==> src/rtl/evi_pkg.sv <==
`timescale 1ns / 1ps
// ----------------------------------------------------------------------------
// Eased value interpolator package
// Shared widths, defaults, register indexes and curve codes for the tween
// unit and its serial multiplier.
// ----------------------------------------------------------------------------
package evi_pkg;

	// Default fixed-point format: signed 20.12 in 32 bits.
	localparam int DEF_VALUE_WIDTH = 32;
	localparam int DEF_FRAC_BITS   = 12;

	// Bits of the multiplier operand retired per cycle.
	localparam int DIGIT_BITS = 4;

	// Fixed field widths of the ports.
	localparam int COUNT_BITS     = 8;
	localparam int CURVE_BITS     = 2;
	localparam int CFG_INDEX_BITS = 4;
	localparam int CFG_DATA_BITS  = 8;
	localparam int TARGET_BITS    = 32;
	localparam int RESULT_BITS    = 32;

	// Reset value of the transition length in ticks.
	localparam logic [COUNT_BITS-1:0] FRAMES_RESET = 8'd16;

	// First bounce segment: 121 * p * p / 16.
	localparam int BOUNCE_GAIN  = 121;
	localparam int BOUNCE_SHIFT = 4;

	// Configuration register indexes.
	localparam logic [CFG_INDEX_BITS-1:0] REG_EASE_FRAMES  = 4'd0;
	localparam logic [CFG_INDEX_BITS-1:0] REG_CURVE_SELECT = 4'd1;

	// Curve selector codes; the unused code behaves as quadratic in-out.
	localparam logic [CURVE_BITS-1:0] CURVE_QUAD   = 2'd0;
	localparam logic [CURVE_BITS-1:0] CURVE_SMOOTH = 2'd1;
	localparam logic [CURVE_BITS-1:0] CURVE_BOUNCE = 2'd2;

endpackage

==> src/rtl/evi_mul.sv <==
`timescale 1ns / 1ps
// ----------------------------------------------------------------------------
// Digit-serial fixed-point multiplier
// Multiplies two signed values one DIGIT_BITS digit of b per cycle and
// returns the product shifted right by FRAC_BITS, wrapped to VALUE_WIDTH.
// ----------------------------------------------------------------------------
module evi_mul #(
	parameter int VALUE_WIDTH = evi_pkg::DEF_VALUE_WIDTH,
	parameter int FRAC_BITS   = evi_pkg::DEF_FRAC_BITS
) (
	input  logic                          clk,
	input  logic                          arst_n,
	input  logic                          start,
	input  logic signed [VALUE_WIDTH-1:0] a,
	input  logic signed [VALUE_WIDTH-1:0] b,
	output logic                          done,
	output logic signed [VALUE_WIDTH-1:0] res
);
	import evi_pkg::*;

	// Only the low VALUE_WIDTH + FRAC_BITS product bits reach the result.
	localparam int PW   = VALUE_WIDTH + FRAC_BITS;
	localparam int NDIG = (VALUE_WIDTH + DIGIT_BITS - 1) / DIGIT_BITS;
	localparam int BW   = NDIG * DIGIT_BITS;
	localparam int CW   = $clog2(NDIG + 1);

	logic                    busy_q;
	logic                    done_q;
	logic [CW-1:0]           cnt_q;
	logic signed [PW-1:0]    a_q;
	logic [BW-1:0]           b_q;
	logic [PW-1:0]           acc_q;
	logic                    last;
	logic signed [DIGIT_BITS:0]    dext;
	logic signed [PW+DIGIT_BITS:0] prod;

	// The top digit of b carries the sign; the others are unsigned.
	always_comb begin
		last = (cnt_q == CW'(1));
		if (last) begin
			dext = {b_q[DIGIT_BITS-1], b_q[DIGIT_BITS-1:0]};
		end else begin
			dext = {1'b0, b_q[DIGIT_BITS-1:0]};
		end
		prod = a_q * dext;
	end

	// Digit counter and completion pulse.
	always_ff @(posedge clk or negedge arst_n) begin
		if (!arst_n) begin
			busy_q <= 1'b0;
			done_q <= 1'b0;
			cnt_q  <= '0;
		end else begin
			done_q <= 1'b0;
			if (start) begin
				busy_q <= 1'b1;
				cnt_q  <= CW'(NDIG);
			end else if (busy_q) begin
				cnt_q <= cnt_q - CW'(1);
				if (last) begin
					busy_q <= 1'b0;
					done_q <= 1'b1;
				end
			end
		end
	end

	// Shift-add datapath: a moves up one digit, b down one digit per cycle.
	always_ff @(posedge clk) begin
		if (start) begin
			a_q   <= PW'(a);
			b_q   <= BW'(b);
			acc_q <= '0;
		end else if (busy_q) begin
			a_q   <= a_q <<< DIGIT_BITS;
			b_q   <= b_q >> DIGIT_BITS;
			acc_q <= acc_q + prod[PW-1:0];
		end
	end

	assign done = done_q;
	assign res  = acc_q[FRAC_BITS +: VALUE_WIDTH];

endmodule

==> src/rtl/eased_value_interpolator_top.sv <==
`timescale 1ns / 1ps
// ----------------------------------------------------------------------------
// Eased value interpolator
// Tween unit: keeps a start value, an end value and a frame counter and
// returns start + (end - start) * curve(frame / length) after every word.
// ----------------------------------------------------------------------------
// One word is taken at a time. The progress value, a fraction in the default
// 20.12 format, comes from a restoring divider that retires one quotient bit
// per cycle (skipped when the length is zero), and the curve then needs k
// passes through one shared 4-bit-digit serial multiplier, k being 2 for
// quadratic in-out and the first bounce segment, 3 for smoothstep and 4 for
// the other bounce segments. A set word whose target differs from the stored
// end value runs the evaluation twice, once to capture the new start value
// and once for the result. A finished result waits in an output register,
// so the next word is taken while it is still pending. The configuration
// port is always ready.
// ----------------------------------------------------------------------------
module eased_value_interpolator_top #(
	parameter int VALUE_WIDTH = evi_pkg::DEF_VALUE_WIDTH,
	parameter int FRAC_BITS   = evi_pkg::DEF_FRAC_BITS
) (
	input  logic                                clk,
	input  logic                                arst_n,
	// Configuration write channel.
	input  logic                                cfg_valid,
	output logic                                cfg_ready,
	input  logic [evi_pkg::CFG_INDEX_BITS-1:0]  cfg_index,
	input  logic [evi_pkg::CFG_DATA_BITS-1:0]   cfg_data,
	// Input stream.
	input  logic                                s_tvalid,
	output logic                                s_tready,
	input  logic [evi_pkg::TARGET_BITS-1:0]     s_tdata,  // [31:0] new_target
	input  logic                                s_tuser,  // [0] operation
	// Output stream.
	output logic                                m_tvalid,
	input  logic                                m_tready,
	output logic [evi_pkg::RESULT_BITS-1:0]     m_tdata   // [31:0] eased_value
);
	import evi_pkg::*;

	localparam int NUMW = COUNT_BITS + FRAC_BITS;
	localparam int DCW  = $clog2(NUMW + 1);

	// Curve constants, truncated to FRAC_BITS fraction bits.
	localparam logic [63:0] ONE_RAW = 64'd1 << FRAC_BITS;
	localparam logic signed [VALUE_WIDTH-1:0] K_ONE   = VALUE_WIDTH'(ONE_RAW);
	localparam logic signed [VALUE_WIDTH-1:0] K_HALF  = VALUE_WIDTH'(ONE_RAW / 64'd2);
	localparam logic signed [VALUE_WIDTH-1:0] K_THREE = VALUE_WIDTH'(64'd3 << FRAC_BITS);
	localparam logic signed [VALUE_WIDTH-1:0] K_ROUND =
		VALUE_WIDTH'((1 << BOUNCE_SHIFT) - 1);
	localparam logic signed [VALUE_WIDTH-1:0] K_B1 =
		VALUE_WIDTH'((64'd36363636363 << FRAC_BITS) / 64'd100000000000);
	localparam logic signed [VALUE_WIDTH-1:0] K_B2 =
		VALUE_WIDTH'((64'd72727272727 << FRAC_BITS) / 64'd100000000000);
	localparam logic signed [VALUE_WIDTH-1:0] K_B3 =
		VALUE_WIDTH'((64'd9 << FRAC_BITS) / 64'd10);
	localparam logic signed [VALUE_WIDTH-1:0] K_A2 =
		VALUE_WIDTH'((64'd9075 << FRAC_BITS) / 64'd1000);
	localparam logic signed [VALUE_WIDTH-1:0] K_L2 =
		VALUE_WIDTH'((64'd99 << FRAC_BITS) / 64'd10);
	localparam logic signed [VALUE_WIDTH-1:0] K_C2 =
		VALUE_WIDTH'((64'd34 << FRAC_BITS) / 64'd10);
	localparam logic signed [VALUE_WIDTH-1:0] K_A3 =
		VALUE_WIDTH'((64'd120664819945 << FRAC_BITS) / 64'd10000000000);
	localparam logic signed [VALUE_WIDTH-1:0] K_L3 =
		VALUE_WIDTH'((64'd196354570637 << FRAC_BITS) / 64'd10000000000);
	localparam logic signed [VALUE_WIDTH-1:0] K_C3 =
		VALUE_WIDTH'((64'd889806094183 << FRAC_BITS) / 64'd100000000000);
	localparam logic signed [VALUE_WIDTH-1:0] K_A4 =
		VALUE_WIDTH'((64'd108 << FRAC_BITS) / 64'd10);
	localparam logic signed [VALUE_WIDTH-1:0] K_L4 =
		VALUE_WIDTH'((64'd2052 << FRAC_BITS) / 64'd100);
	localparam logic signed [VALUE_WIDTH-1:0] K_C4 =
		VALUE_WIDTH'((64'd1072 << FRAC_BITS) / 64'd100);

	typedef enum logic [8:0] {
		ST_IDLE = 9'b000000001,
		ST_EVAL = 9'b000000010,
		ST_DIV  = 9'b000000100,
		ST_PSET = 9'b000001000,
		ST_MA   = 9'b000010000,
		ST_MB   = 9'b000100000,
		ST_MC   = 9'b001000000,
		ST_MF   = 9'b010000000,
		ST_OUT  = 9'b100000000
	} state_t;

	state_t state_q, state_d;

	// Configuration and tween state.
	logic [COUNT_BITS-1:0]         frames_q;
	logic [CURVE_BITS-1:0]         curve_q;
	logic [COUNT_BITS-1:0]         count_q;
	logic signed [VALUE_WIDTH-1:0] start_q;
	logic signed [VALUE_WIDTH-1:0] end_q;
	logic                          set_pend_q;
	logic signed [VALUE_WIDTH-1:0] tgt_q;

	// Working registers.
	logic signed [VALUE_WIDTH-1:0] p_q;
	logic signed [VALUE_WIDTH-1:0] x_q;
	logic signed [VALUE_WIDTH-1:0] v_q;
	logic [RESULT_BITS-1:0]        out_q;
	logic                          m_valid_q;

	// Divider.
	logic [NUMW-1:0]       num_q;
	logic [COUNT_BITS-1:0] rem_q;
	logic [DCW-1:0]        div_cnt_q;
	logic [COUNT_BITS:0]   rem_shift;
	logic [COUNT_BITS:0]   rem_diff;
	logic                  q_bit;
	logic                  div_last;

	// Curve datapath.
	logic                          is_smooth;
	logic                          is_bounce;
	logic                          p_lt_half;
	logic                          bounce_first;
	logic                          need_mb;
	logic signed [VALUE_WIDTH-1:0] p2;
	logic signed [VALUE_WIDTH-1:0] p4;
	logic signed [VALUE_WIDTH-1:0] p121;
	logic signed [VALUE_WIDTH-1:0] t3;
	logic signed [VALUE_WIDTH-1:0] coef_a;
	logic signed [VALUE_WIDTH-1:0] coef_b;
	logic signed [VALUE_WIDTH-1:0] coef_c;
	logic signed [VALUE_WIDTH-1:0] first_a;
	logic signed [VALUE_WIDTH-1:0] diff;
	logic signed [VALUE_WIDTH-1:0] quad_c;
	logic signed [VALUE_WIDTH-1:0] bsum;
	logic signed [VALUE_WIDTH-1:0] bq;
	logic signed [VALUE_WIDTH-1:0] poly_c;
	logic signed [VALUE_WIDTH-1:0] final_v;

	// Multiplier handshake.
	logic                          mul_start;
	logic                          mul_done;
	logic signed [VALUE_WIDTH-1:0] mul_a;
	logic signed [VALUE_WIDTH-1:0] mul_b;
	logic signed [VALUE_WIDTH-1:0] mul_res;

	logic in_acc;

	assign cfg_ready = 1'b1;
	assign s_tready  = (state_q == ST_IDLE);
	assign in_acc    = s_tvalid && s_tready;
	assign m_tvalid  = m_valid_q;
	assign m_tdata   = out_q;

	// One restoring divider step: shift in the next numerator bit.
	always_comb begin
		rem_shift = {rem_q, num_q[NUMW-1]};
		rem_diff  = rem_shift - {1'b0, frames_q};
		q_bit     = (rem_shift >= {1'b0, frames_q});
		div_last  = (div_cnt_q == DCW'(1));
	end

	// Curve selection and the bounce segment coefficients.
	always_comb begin
		case (curve_q)
			CURVE_SMOOTH: begin
				is_smooth = 1'b1;
				is_bounce = 1'b0;
			end
			CURVE_BOUNCE: begin
				is_smooth = 1'b0;
				is_bounce = 1'b1;
			end
			default: begin
				is_smooth = 1'b0;
				is_bounce = 1'b0;
			end
		endcase

		p_lt_half    = (p_q < K_HALF);
		bounce_first = (p_q < K_B1);
		need_mb      = is_smooth || (is_bounce && !bounce_first);

		if (p_q < K_B2) begin
			coef_a = K_A2;
			coef_b = K_L2;
			coef_c = K_C2;
		end else if (p_q < K_B3) begin
			coef_a = K_A3;
			coef_b = K_L3;
			coef_c = K_C3;
		end else begin
			coef_a = K_A4;
			coef_b = K_L4;
			coef_c = K_C4;
		end

		p2   = p_q <<< 1;
		p4   = p_q <<< 2;
		p121 = VALUE_WIDTH'(p_q * BOUNCE_GAIN);
		t3   = K_THREE - p2;
		diff = end_q - start_q;

		// First multiplier operand for each curve.
		if (is_smooth) begin
			first_a = p_q;
		end else if (is_bounce) begin
			first_a = bounce_first ? p121 : coef_a;
		end else begin
			first_a = p_lt_half ? p2 : -p2;
		end

		// Curve results that follow a multiplier pass.
		quad_c  = p_lt_half ? mul_res : mul_res + p4 - K_ONE;
		bsum    = mul_res[VALUE_WIDTH-1] ? mul_res + K_ROUND : mul_res;
		bq      = bsum >>> BOUNCE_SHIFT;
		poly_c  = x_q - mul_res + coef_c;
		final_v = start_q + mul_res;
	end

	// Sequencer: next state and multiplier operand selection.
	always_comb begin
		state_d   = state_q;
		mul_start = 1'b0;
		mul_a     = p_q;
		mul_b     = p_q;
		case (state_q)
			ST_IDLE: begin
				if (s_tvalid) begin
					state_d = ST_EVAL;
				end
			end
			ST_EVAL: begin
				state_d = (frames_q == '0) ? ST_PSET : ST_DIV;
			end
			ST_DIV: begin
				if (div_last) begin
					state_d = ST_PSET;
				end
			end
			ST_PSET: begin
				mul_start = 1'b1;
				mul_a     = first_a;
				state_d   = ST_MA;
			end
			ST_MA: begin
				if (mul_done) begin
					mul_start = 1'b1;
					if (need_mb) begin
						mul_a   = mul_res;
						mul_b   = is_smooth ? t3 : p_q;
						state_d = ST_MB;
					end else begin
						mul_a   = diff;
						mul_b   = is_bounce ? bq : quad_c;
						state_d = ST_MF;
					end
				end
			end
			ST_MB: begin
				if (mul_done) begin
					mul_start = 1'b1;
					if (is_smooth) begin
						mul_a   = diff;
						mul_b   = mul_res;
						state_d = ST_MF;
					end else begin
						mul_a   = coef_b;
						state_d = ST_MC;
					end
				end
			end
			ST_MC: begin
				if (mul_done) begin
					mul_start = 1'b1;
					mul_a     = diff;
					mul_b     = poly_c;
					state_d   = ST_MF;
				end
			end
			ST_MF: begin
				if (mul_done) begin
					state_d = set_pend_q ? ST_EVAL : ST_OUT;
				end
			end
			ST_OUT: begin
				if (!m_valid_q || m_tready) begin
					state_d = ST_IDLE;
				end
			end
			default: begin
				state_d = ST_IDLE;
			end
		endcase
	end

	// Control and tween state registers.
	always_ff @(posedge clk or negedge arst_n) begin
		if (!arst_n) begin
			state_q    <= ST_IDLE;
			frames_q   <= FRAMES_RESET;
			curve_q    <= CURVE_QUAD;
			count_q    <= '0;
			start_q    <= '0;
			end_q      <= '0;
			set_pend_q <= 1'b0;
			m_valid_q  <= 1'b0;
			div_cnt_q  <= '0;
		end else begin
			state_q <= state_d;

			// Register writes; unknown indexes are dropped.
			if (cfg_valid) begin
				case (cfg_index)
					REG_EASE_FRAMES:  frames_q <= cfg_data[COUNT_BITS-1:0];
					REG_CURVE_SELECT: curve_q  <= cfg_data[CURVE_BITS-1:0];
					default: ;
				endcase
			end

			// A tick advances the counter up to the length; a set word that
			// moves the end point schedules a start-value capture.
			if (in_acc) begin
				set_pend_q <= s_tuser && (VALUE_WIDTH'(s_tdata) != end_q);
				if (!s_tuser && (count_q < frames_q)) begin
					count_q <= count_q + COUNT_BITS'(1);
				end
			end

			if (state_q == ST_EVAL) begin
				div_cnt_q <= DCW'(NUMW);
			end else if (state_q == ST_DIV) begin
				div_cnt_q <= div_cnt_q - DCW'(1);
			end

			// Capture the current value as the new start and rerun.
			if ((state_q == ST_MF) && mul_done && set_pend_q) begin
				start_q    <= final_v;
				end_q      <= tgt_q;
				count_q    <= '0;
				set_pend_q <= 1'b0;
			end

			// Output register: loads when empty or being drained.
			if ((state_q == ST_OUT) && (!m_valid_q || m_tready)) begin
				m_valid_q <= 1'b1;
			end else if (m_tready) begin
				m_valid_q <= 1'b0;
			end
		end
	end

	// Datapath registers.
	always_ff @(posedge clk) begin
		if (in_acc) begin
			tgt_q <= VALUE_WIDTH'(s_tdata);
		end

		case (state_q)
			ST_EVAL: begin
				num_q <= {count_q, {FRAC_BITS{1'b0}}};
				rem_q <= '0;
				if (frames_q == '0) begin
					p_q <= K_ONE;
				end
			end
			ST_DIV: begin
				num_q <= {num_q[NUMW-2:0], q_bit};
				rem_q <= q_bit ? rem_diff[COUNT_BITS-1:0] : rem_shift[COUNT_BITS-1:0];
				if (div_last) begin
					p_q <= VALUE_WIDTH'({num_q[NUMW-2:0], q_bit});
				end
			end
			ST_MB: begin
				if (mul_done) begin
					x_q <= mul_res;
				end
			end
			ST_MF: begin
				if (mul_done) begin
					v_q <= final_v;
				end
			end
			ST_OUT: begin
				if (!m_valid_q || m_tready) begin
					out_q <= RESULT_BITS'(v_q);
				end
			end
			default: ;
		endcase
	end

	// Shared serial multiplier.
	evi_mul #(
		.VALUE_WIDTH(VALUE_WIDTH),
		.FRAC_BITS  (FRAC_BITS)
	) u_mul (
		.clk   (clk),
		.arst_n(arst_n),
		.start (mul_start),
		.a     (mul_a),
		.b     (mul_b),
		.done  (mul_done),
		.res   (mul_res)
	);

endmodule

==> config.mk <==
export PLATFORM = sky130hd
export DESIGN_NAME = eased_value_interpolator_top
export DESIGN_NICKNAME = d
export VERILOG_FILES = /design/src/rtl/evi_pkg.sv /design/src/rtl/evi_mul.sv /design/src/rtl/eased_value_interpolator_top.sv
export SDC_FILE = /design/constraint.sdc
export NUM_CORES = 2
export LEC_CHECK = 0
export BUFFER_PORTS_ARGS = -buffer_cell sky130_fd_sc_hd__buf_2
export CAP_MARGIN = 20
export CORE_MARGIN = 2
export CORE_UTILIZATION = 54
export CTS_CLUSTER_DIAMETER = 120
export DETAILED_ROUTE_END_ITERATION = 7
export GPL_TIMING_DRIVEN = 0
export PLACE_DENSITY = 0.68
export SLEW_MARGIN = 20
export SYNTH_ARGS = -nofsm -noshare
export SYNTH_HDL_FRONTEND = slang
export SYNTH_SLANG_ARGS = --single-unit
==> constraint.sdc <==
create_clock -name clk -period 14.7 [get_ports clk]
set_input_delay 0.735 -clock clk [delete_from_list [all_inputs] [get_ports clk]]
set_output_delay 0.735 -clock clk [all_outputs]
set_load 0.05 [all_outputs]
---- Word level (Yosys, flattened, before mapping) ----
Cells that the tools add are included.
storage, ports and cells
  register bits ........................... 412
  bits of input ports ..................... 50
  output and inout bits ................... 35
  logic and storage cells ................. 165
cells by class
  add/subtract/negate cells ............... 14
  $mul .................................... 2
  $lt $le $gt $ge ......................... 6
  eq/ne operators ......................... 23
  mux-type cells .......................... 70
  reductions and logical operators ........ 28
operators by type and width
  kind                                                                            number
  32-bit two-way mux                                                              22
  32-bit one-hot mux with 4 select lines                                          1
  32-bit adder                                                                    3
  32-bit by 13-bit less-than comparator with 1-bit output, second input constant  3
  32-bit one-hot mux with 3 select lines                                          1
  44-bit two-way mux                                                              2
  9-bit one-hot mux with 9 select lines                                           1
  9-bit two-way mux                                                               8
  32-bit one-hot mux with 2 select lines                                          1
  32-bit subtractor                                                               2
  8-bit two-way mux                                                               6
  15-bit two-way mux                                                              3
  44-bit adder                                                                    1
  44-bit by 5-bit multiplier with 44-bit output                                   1
  20-bit one-hot mux with 2 select lines                                          1
  32-bit by 5-bit adder with 32-bit output, second input constant                 1
  32-bit by 12-bit less-than comparator with 1-bit output, second input constant  1
  32-bit by 8-bit multiplier with 32-bit output, second input constant            1
  32-bit != test                                                                  1
  32-bit negation                                                                 1
  15-bit by 32-bit subtractor with 32-bit output, first input constant            1
  32-bit by 14-bit subtractor with 32-bit output, second input constant           1
  17-bit two-way mux                                                              1
  16-bit two-way mux                                                              1
  other kinds (37)                                                                78

---- Depth between registers and ports, before layout ----
  depth after elaboration ................. 8
  mapped depth ............................ 23
  mapped depth without buffers ............ 23

---- Modules after synthesis ----
From an unflattened synthesis, not the netlist that was laid out.
second synthesis, totals
  cell total of the unflattened synthesis .. 4307
  area, all modules ....................... 38923.6 um^2
modules (own cells, without submodules)
  module                        instances  cells an instance  area each (um^2)  sequential area each (um^2)
  eased_value_interpolator_top  1          2948               25694.6           7739.9
  evi_mul                       1          1359               13228.9           3313.2

---- Worst setup path after synthesis ----
No wires, ideal clock.
  path kind ............................... register to register
  from .................................... reg u_mul.cnt_q[1]
  to ...................................... reg u_mul.acc_q[31]
  library setup time ...................... 168 ps
  arrival ................................. 5691 ps
  required time ........................... 14532 ps
  setup slack ............................. 8841 ps
  stages on the path, launching flop included .. 22
  path buffers ............................ 1
  clock period less this slack ............ 5859 ps
  cell sequence ........................... dfrtp_1 > inv_1 > ha_1 > and3_1 > clkbuf_1 > nand2b_1 > fa_1 > fa_1 > fa_1 > inv_1 > fa_1 > fa_1 > a211oi_1 > o21ai_0 > a31oi_1 > a21oi_1 > a221oi_2 > nor4b_1 > o21ai_0 > o21ai_0 > xnor2_1 > o22ai_1
on the way
  word-level cells in the longest chain between the ends .. 4
ends and longest elaborated chain
  what                                           RTL line       source
  from (decl)                                    evi_mul.sv:29  logic [CW-1:0] cnt_q;
  from (signal assigned)                         evi_mul.sv:58  cnt_q <= CW'(NDIG);
  from (signal assigned)                         evi_mul.sv:60  cnt_q <= cnt_q - CW'(1);
  4-bit by 1-bit == test with 1-bit output       evi_mul.sv:39  last = (cnt_q == CW'(1));
  5-bit two-way mux                              evi_mul.sv:40  if (last) begin
  44-bit by 5-bit multiplier with 44-bit output  evi_mul.sv:45  prod = a_q * dext;
  44-bit adder                                   evi_mul.sv:78  acc_q <= acc_q + prod[PW-1:0];
  to (signal assigned)                           evi_mul.sv:78
  to (decl)                                      evi_mul.sv:32  logic [PW-1:0] acc_q;
No other way between the ends.
A chain may end at the register's enable or synchronous reset.

---- Final worst setup path ----
  from .................................... reg p_q[18]
  to ...................................... reg u_mul.b_q[31], data pin
on the way
  word-level cells in the longest chain between the ends .. 8
  elaborated cells between the ends (all ways) .. 21
  classes of those cells .................. add/sub: 4; order compare: 4; mux: 10; reduce/logical: 3
ends and longest elaborated chain
  what                                                                                     RTL line                                                                  source
  from (decl)                                                                              eased_value_interpolator_top.sv:100                                       logic signed [VALUE_WIDTH-1:0] p_q;
  from (signal assigned)                                                                   eased_value_interpolator_top.sv:367                                       p_q <= VALUE_WIDTH'({num_q[NUMW-2:0], q_bit});
  32-bit adder or 32-bit by 12-bit less-than comparator with 1-bit output (tied branches)  eased_value_interpolator_top.sv:210, eased_value_interpolator_top.sv:177
  32-bit by 14-bit subtractor with 32-bit output or 1-bit logical NOT (tied branches)      eased_value_interpolator_top.sv:210, eased_value_interpolator_top.sv:178
  32-bit two-way mux or 1-bit logical AND (tied branches)                                  eased_value_interpolator_top.sv:210, eased_value_interpolator_top.sv:178
  32-bit two-way mux or 1-bit logical OR (tied branches)                                   eased_value_interpolator_top.sv:251, eased_value_interpolator_top.sv:178
  32-bit two-way mux                                                                       eased_value_interpolator_top.sv:245                                       if (need_mb) begin
  32-bit two-way mux                                                                       eased_value_interpolator_top.sv:243                                       if (mul_done) begin
  32-bit one-hot mux with 3 select lines (*)                                               eased_value_interpolator_top.sv:223                                       case (state_q)
  32-bit two-way mux (*)                                                                   evi_mul.sv:71                                                             if (start) begin
  to (signal assigned)                                                                     evi_mul.sv:73                                                             b_q <= BW'(b);
  to (signal assigned)                                                                     evi_mul.sv:77                                                             b_q <= b_q >> DIGIT_BITS;
  to (decl)                                                                                evi_mul.sv:31                                                             logic [BW-1:0] b_q;
Every way passes the cells marked *; elsewhere a longest branch is shown, timed or not.

==> flow_metrics.env <==
export IMPL_utilization_pct=59.6
export IMPL_rows=96
export IMPL_synthCells=4040
export IMPL_dieArea_sq_um=71600
export IMPL_multi_input_area_sq_um=24500
export IMPL_endpoint_kind="flop"
export IMPL_drtAntennaViolNets=0
export IMPL_vias=32000
export IMPL_synthArstFlopShare_pct=26.0
export IMPL_cp_slowest_cell="clkinv_1"
export IMPL_synthFlopType="edfxtp_1"
export IMPL_io_pins=85
export IMPL_pre_cts_ws_ns=6.56
export IMPL_wl_mm=132
export IMPL_avgSynthCellArea_sq_um=9.28
export IMPL_cts_clk_slew_worst_paths_ns=0.06
export IMPL_seq_area_frac_synth_pct=29.5
export IMPL_antenna_found_initial=4
export IMPL_worstSetupPathType="flop to flop"
export IMPL_grt_pass1_vias=30800
export IMPL_hold_ws_ns=0.0332
export IMPL_synthToLayoutAreaGrowth_pct=9.24
export IMPL_post_route_min_period_ns=8.68
export IMPL_synth_cell_types=99
export IMPL_cp_cell_sequence="clkbuf_1, inv_1, ha_1, nand2_1, nor3_1, a21oi_2, clkinv_1, and3_1, clkbuf_1, fa_1, ha_1, o21a_1, nor2_1, o2111ai_1, a311oi_1, o221a_2, o221ai_1, xnor2_1, and3_1, a211oi_1, o32ai_1"
export IMPL_start_util_pct=54.6
export IMPL_die_h_um=268
export IMPL_nFillCells=6119
export IMPL_gr_total_overflow=0
export IMPL_fp_coreArea_sq_um=68700
export IMPL_antennaDiodeCount=0
export IMPL_cts_hold_buf=0
export IMPL_grt_pass1_wl_mm=197
export IMPL_crit_path_start_kind="flop"
export IMPL_critPathMaxStageDelay_ns=0.93
export IMPL_htreeDepth=2
export IMPL_r2r_slack_ns=6.02
export IMPL_setup_tns_ns=0
export IMPL_crit_required_ns=15.03
export IMPL_via_per_inst=6.20
export IMPL_maxCapViolCount=0
export IMPL_synth_edf_count=252
export IMPL_cp_max_fo=10
export IMPL_yosysWarnings=0
export IMPL_cts_resized=0
export IMPL_maxSlewViolCount=0
export IMPL_rsz0062_at_grt="false"
export IMPL_track_usage_pct=37.2
export IMPL_syn_cell_area_sq_um=37500
export IMPL_cts_setup_buffers=0
export IMPL_critical_path_top_delay_family="compound AO/OA/AOI/OAI gates"
export IMPL_synth_nets=4700
export IMPL_hp_class="input port to async pin"
export IMPL_hold_violations=0
export IMPL_grt_max_degree=66
export IMPL_drc=4
export IMPL_route_detailed_wl_per_inst_um=25.6
export IMPL_clk_latency_ns=0.63
export IMPL_period_share_pct=59.1
export IMPL_path_buf_inv=4
export IMPL_dr_pass1_iters=8
export IMPL_max_freq_mhz=115
export IMPL_io_buffer_count=83
export IMPL_drt_iter0_drc=3703
export IMPL_clock_path_buffers=3
export IMPL_fin_ws_ns=6.02
export IMPL_numCtsBuffers=47
export IMPL_root_buffer="clkbuf_16"
export IMPL_arrival_ns=9.01
export IMPL_seqCellArea_sq_um=11100
export IMPL_drive_above_1_share_pct=6.23
export IMPL_place_detailed_hpwl_mm=104
export IMPL_yosys_register_bits=400
export IMPL_gp_congestion=1.06
export IMPL_die_w_um=268
export IMPL_clock_skew_ns=0.0296
export IMPL_cts_sinks=400
export IMPL_violations="DRC"
export IMPL_setup_viol=0
export IMPL_cts_tree="yes"
export IMPL_relSlewSlack_pct=20.0
export IMPL_worst_pin_slew_ns=1.20
export IMPL_fin_nets=4841
export IMPL_status="complete, but fails checks"
[cells in the final DEF (no fill, tap or decap), drive strengths merged, types with 181 or more instances in the layout]
cell type	count
nor2	245
fa	225
xnor2	188
o21ai	205
a21oi	258
nand2	462
ha	385
inv	385
clkbuf	181
edfxtp	252
[Yosys cell counts, types with 8 or more instances]
cell / instances / area share [%]
a2111oi_0: 11 / 0.26
a211oi_1: 45 / 0.90
a21o_1: 100 / 2.0
a21oi_1: 256 / 3.4
a221o_1: 8 / 0.21
a221oi_1: 32 / 0.75
a22oi_1: 16 / 0.32
a31oi_1: 46 / 0.77
and2_1: 120 / 2.0
and3_1: 29 / 0.48
buf_1: 9 / 0.090
buf_2: 14 / 0.19
clkbuf_1: 125 / 1.3
dfrtp_1: 102 / 6.8
dfxtp_1: 44 / 2.3
edfxtp_1: 252 / 20
fa_1: 225 / 12
ha_1: 385 / 13
inv_1: 379 / 3.8
mux2_2: 16 / 0.48
mux2i_1: 45 / 1.2
nand2_1: 461 / 4.6
nand2b_1: 67 / 1.1
nand3_1: 59 / 0.79
nand4_1: 27 / 0.45
nor2_1: 244 / 2.4
nor2b_1: 32 / 0.53
nor3_1: 36 / 0.48
nor4_1: 23 / 0.38
o211ai_1: 41 / 0.82
o21a_1: 28 / 0.56
o21ai_0: 200 / 2.7
o21bai_1: 29 / 0.58
o221ai_1: 13 / 0.30
o22ai_1: 23 / 0.38
o31ai_1: 10 / 0.20
o41ai_1: 8 / 0.19
or2_2: 12 / 0.20
or3_1: 22 / 0.37
xnor2_1: 188 / 4.4
xor2_1: 94 / 2.2
[sequential cells by signal, indices dropped and copies added (netlist names), 9 cells and up]
register     count
p_q             20
u_mul.b_q       32
state_q          9
x_q             32
num_q           20
start_q         32
end_q           32
u_mul.a_q       44
m_tdata         32
v_q             32
tgt_q           32
u_mul.acc_q     44
[logic make-up after synthesis]
family                     share of synthesized area [%]
and+or+nand+nor                                     14.9
AOI/OAI and AO/OA                                   16.9
adders and majority gates                           24.9
buffers and inverters                               5.51
DFF                                                 29.5
xor gates and xnor gates                            6.58
muxes                                               1.68
other                                             0.0100
[final timing paths]
kind	startpoint	endpoint	depth (start not counted)
worst max-delay path	p_q[18]$_SDFFCE_PP0P_	u_mul.b_q[31]$_SDFFCE_PN0P_	21
worst min-delay path	arst_n	div_cnt_q[4]$_DFFE_PN0P_	1
worst max register to register	p_q[18]$_SDFFCE_PP0P_	u_mul.b_q[31]$_SDFFCE_PN0P_	21
worst min register to register	v_q[30]$_DFFE_PP_	m_tdata[30]$_DFFE_PP_	0
max in group asynchronous	arst_n	u_mul.cnt_q[3]$_DFFE_PN0P_	2
min in group clk	s_tdata[20]	tgt_q[20]$_DFFE_PP_	1
[stage by stage]
stage / cell area [sq um] / std cells
floorplan: 37500 / 4040
global placement: 39100 / 5054
detailed placement: 39300 / 5063
CTS: 41000 / 5151
global route: 41000 / 5151
finish: 41000 / 5151
[area by class of cell]
cell class,count,area share (%)
repair buffers,92,1.45
multi-input cells,3104,59.7
clock inverters,32,0.980
plain buffers,154,1.54
well taps,931,2.84
inverters,382,3.51
flip-flops and latches,400,27.0
clock buffers,56,3.03
[routing by layer]
metal	vias to the layer above	routed length, um	track usage, %
met2	1556	55800	55.3
met4	2	8360	19.9
met3	400	12900	7.91
li1	14500	-	-
met1	15500	54900	50.7
met5	-	13	0
Power is left out: the tool's default activity adds up to more than one toggle a clock period on the data nets, which glitch-free logic cannot reach.
